**src/design/vptl_ram.sv**
```systemverilog
// ----------------------------------------------------------------------------
// vptl_ram
// Generic single-port RAM, one access per cycle, registered read data.
// ----------------------------------------------------------------------------
module vptl_ram #(
  parameter int unsigned Width = 8,
  parameter int unsigned Depth = 16
) (
  input  logic                     clk_i,
  input  logic                     we_i,
  input  logic [$clog2(Depth)-1:0] addr_i,
  input  logic [Width-1:0]         wdata_i,
  output logic [Width-1:0]         rdata_o
);

  logic [Width-1:0] mem_q [Depth];
  logic [Width-1:0] rdata_q;

  always_ff @(posedge clk_i) begin
    if (we_i) begin
      mem_q[addr_i] <= wdata_i;
    end
    rdata_q <= mem_q[addr_i];
  end

  assign rdata_o = rdata_q;

endmodule

```
**config.mk**
```make
export PLATFORM = sky130hd
export DESIGN_NAME = vptl_ram
export DESIGN_NICKNAME = d
export VERILOG_FILES = /design/src/design/vptl_ram.sv
export SDC_FILE = /design/constraint.sdc
export NUM_CORES = 1
export LEC_CHECK = 0
export BUFFER_PORTS_ARGS = -buffer_cell sky130_fd_sc_hd__buf_2
export CORE_ASPECT_RATIO = 0.7
export CORE_MARGIN = 5
export CORE_UTILIZATION = 64
export DETAILED_ROUTE_END_ITERATION = 16
export PLACE_DENSITY = 0.82
export SLEW_MARGIN = 20
export SYNTH_ARGS = -nofsm -noshare
export SYNTH_HDL_FRONTEND = slang
export SYNTH_SLANG_ARGS = --single-unit
export TNS_END_PERCENT = 5
```
**constraint.sdc**
```tcl
create_clock -name clk_i -period 3 [get_ports clk_i]
set_input_delay 0.6 -clock clk_i [delete_from_list [all_inputs] [get_ports clk_i]]
set_output_delay 0.6 -clock clk_i [all_outputs]
set_load 0.03 [all_outputs]
```
==> results of run 1 <==
-- state kept, by name, summed over array words and instances (netlist names) --
signal / flops
rdata_o: 8
mem_q: 128
-- through the flow --
step           util [%]  hold slack, ns
4_1_cts            76.5           0.575
3_3_place_gp       69.0           0.671
6_report           76.5           0.586
3_5_place_dp       69.0           0.678
5_1_grt            76.5           0.576
2_1_floorplan         -           0.635
-- cells by family (layout without fill, tap and decap cells) --
family,after synthesis,count (layout),share of synthesized area [%]
AOI/OAI and AO/OA,16,16,2.37
buffers and inverters,11,71,1.19
and+or+nand+nor,35,35,3.21
muxes,32,32,14.2
DFF,136,136,79.0
-- final cells by class --
cell class,instances,share of cell area [%]
clock buffer,19,7.25
clock inverter,13,2.58
multi-input combinational,83,16.8
sequential,136,67.0
tap,101,2.12
timing repair buffer,39,4.23
-- path summary, 6_finish.rpt --
| path | start | end | slack (ns) | cells past startpoint |
|---|---|---|---|---|
| max | addr_i[0] | mem_q[14][1]$_DFFE_PP_ | 0.97 | 4 |
| max reg2reg | mem_q[3][3]$_DFFE_PP_ | rdata_o[3]$_DFF_P_ | 1.63 | 3 |
| min reg2reg | mem_q[12][0]$_DFFE_PP_ | rdata_o[0]$_DFF_P_ | 0.69 | 3 |
| min | wdata_i[1] | mem_q[6][1]$_DFFE_PP_ | 0.59 | 1 |
-- metal layers --
metal | routed length (um) | global-route usage, % | vias to the layer above | share of wire [%]
met4 | 129 | 8.01 | 0 | 1.2
li1 | - | - | 1055 | -
met1 | 4390 | 36.9 | 1309 | 42
met3 | 999 | 5.91 | 18 | 9.6
met5 | 0 | 0 | - | 0
met2 | 4880 | 32.1 | 173 | 47
-- power by group --
part	switching (W)	internal [W]	total, W
Clock	0.000744	0.00130	0.00204
Combinational	0.000139	0.0000836	0.000223
Sequential	0.0000149	0.00213	0.00214
Total	0.000898	0.00351	0.00441
-- Yosys cell counts (all sizes together) --
master and n:
a22oi 16, dfxtp 8, nor3 4, nand2b 2
nor2 13, and2 1, nand3 1, edfxtp 128
or3b 1, buf 8, nand3b 2, nor2b 2
clkbuf 3, mux4 32, nand2 9
-- placed cells by master (no fill, tap or decap), types with 2 or more instances in the layout --
cell type   netlist  routed
a22oi_1          16      16
buf_2             2      21
buf_4             0      17
bufinv_16         0       3
clkbuf_1          2       2
clkbuf_16         0      17
clkinv_1          0       4
clkinv_4          0       2
clkinvlp_4        0       3
dfxtp_1           8       8
edfxtp_1        128     128
mux4_2           32      32
nand2_1           9       9
nand2b_1          2       2
nand3b_1          2       2
nor2_1           13      13
nor2b_1           2       2
nor3_1            4       4
==> flow_summary.yaml, run 1 <==
sta:
  max_freq_mhz: 492
  hold_violations: 0
  min_period_ns: 2.03
  slew_viol_final: 0
  finClkSkew_ns: 0.00749
  worst_slack_ns: 0.968
  fin_crit_sh_pct: 67.7
  rsz0062_at_grt: "false"
  setup_tns_ns: 0
  worst_pin_slew_ns: 0.822
  slew-limit-headroom_pct: 44.8
  setup_viol: 0
yosys:
  ys_seq_area_share_pct: 79.0
  synth_cell_types: 18
  synthCells: 230
  synth.avg_cell_area_um2: 22.0
  synth_top_area_cell: "edfxtp_1"
  synth_area_um2: 5070
  synth_top_area_share_pct: 75.9
  netlist_top_cells_area: "edfxtp_1, mux4_2, dfxtp_1"
  ys_ff_latch: 136
  syn_nets: 244
  yosys_warnings: 0
route:
  vias: 2555
  route.detailed.drc: 0
  drt_iter0_drc: 473
  drt_pass1_iterations: 7
  wl_per_cell_um: 26.6
  viasPerCell: 6.53
  routed_wl_um: 10400
  ant_nets: 0
placement:
  hpwlAfterDp_um: 6450
  dpl_worst_slack_ns: 0.549
  place.gp.congestion: 0.828
  dp.cells: 359
  io_buffer_count: 21
  placed_area_um2: 5390
cells_and_area:
  design_area_um2: 5970
  drive_above_1_share_pct: 33.8
  multiInputGateArea_um2: 1000
  syn_to_final_growth_pct: 17.9
  num_antenna_cells: 0
  regArea_um2: 4000
  nFillCells: 404
  stdcell_count: 391
  finalNetCount: 291
setup_path:
  worstPathRequired_ns: 3.03
  crit_chain: "buf_2 -> buf_4 -> nand2b_1 -> nor2_1"
  critPathCaptureType: "flop"
  critical-path-top-delay-family: "simple AND/OR/NAND/NOR gates"
  arrival_ns: 2.06
  slowest_delay_ns: 0.67
  critPathKind: "in2reg"
  critPathBufInv: 2
  slowest_stage: "nor2_1"
  path_max_fanout: 19
  cp-start-kind: "primary input"
global_routing:
  grt_max_degree: 24
  antenna_found_initial: 0
  gr-total-overflow: 0
  grtUsageTotal_pct: 23.3
  grt_pass1_wl_um: 15900
  first_global_vias: 2611
floorplan:
  die_w_um: 116
  die_h_um: 84.4
  start_util_pct: 64.9
  core-area_um2: 7800
  pin_count: 22
  fp-row-count: 27
  die_area_um2: 9830
outcome:
  run_status: "finished, final reports clean"
power_and_ir_drop:
  power_w: 0.00441
  p_leak_nw: 1.99
  power_density_nw_per_um2: 738
  peakVddDrop_mv: 0.650
cts:
  postCtsSetupBuffers: 0
  cts_hold_buffers: 0
  h-tree-depth: 4
  cts_buffers: 17
  cts_max_path_buffers: 2
  clkSlewWorstSetupHoldPaths_ns: 0.06
  ctsRootBufferMaster: "clkbuf_16"
  clock_sinks: 136
  worstSkewPairLatency_ns: 0.41
  tritoncts: "built"
  cts_resized: 0
job:
  maxCapViolCount: 0
hold_path:
  hold_path.class: "in2reg"
(Power assumes the default switching activity.)
==> inputs of run 2 (changes only) <==
--- a/config.mk
+++ b/config.mk
@@ -5,12 +5,13 @@
 export SDC_FILE = /design/constraint.sdc
 export NUM_CORES = 1
 export LEC_CHECK = 0
+export ABC_AREA = 1
 export BUFFER_PORTS_ARGS = -buffer_cell sky130_fd_sc_hd__buf_2
 export CORE_ASPECT_RATIO = 0.7
 export CORE_MARGIN = 5
-export CORE_UTILIZATION = 64
+export CORE_UTILIZATION = 55
 export DETAILED_ROUTE_END_ITERATION = 16
-export PLACE_DENSITY = 0.82
+export PLACE_DENSITY = 0.75
 export SLEW_MARGIN = 20
 export SYNTH_ARGS = -nofsm -noshare
 export SYNTH_HDL_FRONTEND = slang
==> constraint.sdc (replaced) <==
create_clock -name clk_i -period 1.6 [get_ports clk_i]
set_input_delay 0.32 -clock clk_i [delete_from_list [all_inputs] [get_ports clk_i]]
set_output_delay 0.32 -clock clk_i [all_outputs]
set_load 0.03 [all_outputs]
==> run 2 against run 1 <==
  * Cell area up 9.9%
  * First-iteration DRC count decreased by 4.2%
  * Routed wire length rose by 23%
==> flow_summary.yaml, run 2 <==
global_routing:
  grtUsageTotal_pct: 23.3
  grt_max_degree: 30
  grt_pass1_wl_um: 20500
  gr-total-overflow: 0
  antenna_found_initial: 0
  first_global_vias: 3780
route:
  drt_pass1_iterations: 6
  wl_per_cell_um: 17.4
  route.detailed.drc: 0
  drt_iter0_drc: 453
  vias: 3837
  routed_wl_um: 12800
  wl_met3_um: 1090
  met2_wirelength_um: 5650
  wirelength_met1_um: 5830
  viasPerCell: 5.20
  top_layer_used: "met4"
  ant_nets: 0
power_and_ir_drop:
  peakVddDrop_mv: 1.01
  p_int_w: 0.00672
  pwr-share-clk_pct: 46.6
  p_leak_nw: 2.86
  comb_power_share_pct: 6.3
  power_density_nw_per_um2: 1300
  switchingPower_w: 0.00181
  power.share.switching_pct: 21.3
  p_seq_share_pct: 47.0
  power_w: 0.00853
cts:
  cts_max_path_buffers: 2
  worstSkewPairLatency_ns: 0.42
  ctsRootBufferMaster: "clkbuf_16"
  cts_buffers: 17
  clkSlewWorstSetupHoldPaths_ns: 0.06
  postCtsSetupBuffers: 0
  cts_resized: 0
  cts_hold_buffers: 0
  tritoncts: "built"
  clock_sinks: 136
  h-tree-depth: 4
cells_and_area:
  stdcell_count: 738
  finalNetCount: 611
  largest_reg_flops: 128
  design_area_um2: 6560
  nFillCells: 736
  num_antenna_cells: 0
  final_util_pct: 67.0
  mostFrequentLayoutCell: "nand2_1"
  layout_common_cells: "nand2_1, edfxtp_1, buf_4"
  syn_to_final_growth_pct: 17.3
  regMostFlops: "mem_q"
  drive_above_1_share_pct: 12.3
setup_path:
  worstPathRequired_ns: 1.28
  slowest_delay_ns: 0.38
  r2r_end: "rdata_o[1]$_DFF_P_"
  cp-start-kind: "flop"
  r2r-start: "mem_q[12][1]$_DFFE_PP_"
  critPathKind: "reg2out"
  r2r_setup_slack_ns: 0.54
  slowest_stage: "dfxtp_1"
  critPathBufInv: 1
  path_max_fanout: 1
  arrival_ns: 1.03
  r2r_cells: 8
  critical-path-top-delay-family: "flip-flops"
  critPathCaptureType: "primary output"
  crit_chain: "buf_2"
outcome:
  run_status: "finished, final reports clean"
sta:
  worst_pin_slew_ns: 0.403
  worst_slack_ns: 0.254
  setup_viol: 0
  slew-limit-headroom_pct: 73.1
  rsz0062_at_grt: "false"
  min_period_ns: 1.35
  finClkSkew_ns: 0.00838
  slew_viol_final: 0
  hold_violations: 0
  fin_crit_sh_pct: 84.2
  max_freq_mhz: 743
yosys:
  synth.avg_cell_area_um2: 10.2
  ys_seq_area_share_pct: 71.6
  synth_edf_count: 128
  yosys.cell_count.top_type: "nand2_1"
  syn_nets: 562
  ys_ff_latch: 136
  synth_top_area_cell: "edfxtp_1"
  synthTopCellsByCount: "nand2_1, edfxtp_1, inv_1"
  synth_top_area_share_pct: 68.7
  synth_ff_type: "edfxtp_1"
  synth_area_um2: 5590
  synthCells: 548
  yosys_warnings: 0
  synth_cell_types: 11
  netlist_top_cells_area: "edfxtp_1, nand2_1, dfxtp_1"
  synthArstFlopShare_pct: 0
job:
  maxCapViolCount: 0
floorplan:
  pin_count: 22
  start_util_pct: 57.1
  core-area_um2: 9800
  fp-row-count: 30
  die_w_um: 131
  die_h_um: 94.4
  die_area_um2: 12300
hold_path:
  hold_start: "wdata_i[2]"
  min_to: "mem_q[8][2]$_DFFE_PP_"
  hold_depth: 1
  hold_path.class: "in2reg"
placement:
  io_buffer_count: 21
  hpwlAfterDp_um: 8110
  placed_area_um2: 5970
  dp.cells: 706
  place.gp.congestion: 0.869
  dpl_worst_slack_ns: 0.112
[run 2: cell count changes after synthesis, moves of 3 or more]
cell	change
nand2_1	+337
mux4_2	-32
inv_1	+21
a22oi_1	-16
buf_2	+10
buf_4	+6
nor2_1	+5
buf_1	-4
nor3_1	-4
nand3_1	+3
[run 2: layout make-up]
class                      instances  area (um^2)  share of cell area (%)
clock inverter                    10          151                    2.31
timing repair buffer              51          330                    5.03
clock buffer                      22          444                    6.77
multi-input combinational        368         1390                    21.1
inverter                          23         86.3                    1.32
sequential                       136         4000                    61.0
tap                              128          160                    2.44
[run 2: worst max-delay path by stage]
stage / from / to / slack (ns) / cells after the start
after floorplan: addr_i[1] / mem_q[3][0]$_DFFE_PP_ / -0.1 / 4
final: rdata_o[4]$_DFF_P_ / rdata_o[4] / 0.25 / 1
after global placement: addr_i[0] / mem_q[4][4]$_DFFE_PP_ / 0.11 / 5
after global routing: rdata_o[4]$_DFF_P_ / rdata_o[4] / 0.23 / 1
after CTS: rdata_o[4]$_DFF_P_ / rdata_o[4] / 0.25 / 1
after detailed placement: addr_i[0] / mem_q[4][4]$_DFFE_PP_ / 0.11 / 5
[run 2: cells by family (layout without fill, tap and decap cells)]
kind of cell,after synthesis,in the layout,synth area share [%]
buf+inv,44,106,3.62
flops,136,136,71.6
simple gates,368,368,24.8
[run 2: layer usage]
metal	global-route usage, %	vias to the layer above
met3	6.44	20
li1	-	1855
met4	9.08	0
met1	33.6	1806
met5	0	-
met2	33.7	156
[run 2: power groups by stage]
stage | Clock (W) | Combinational, W | Sequential (W)
2_1_floorplan | 0 | 0.000275 | 0.00412
3_3_place_gp | 0 | 0.000526 | 0.00408
3_5_place_dp | 0 | 0.000532 | 0.00408
4_1_cts | 0.00401 | 0.000539 | 0.00401
5_1_grt | 0.00420 | 0.000602 | 0.00402
6_report | 0.00398 | 0.000539 | 0.00401
[run 2: stage by stage]
stage	TNS, ns	hold WS (ns)
finish	0	0.324
global route	0	0.323
CTS	0	0.323
detailed placement	0	0.699
global placement	0	0.702
floorplan	-7.58	0.419
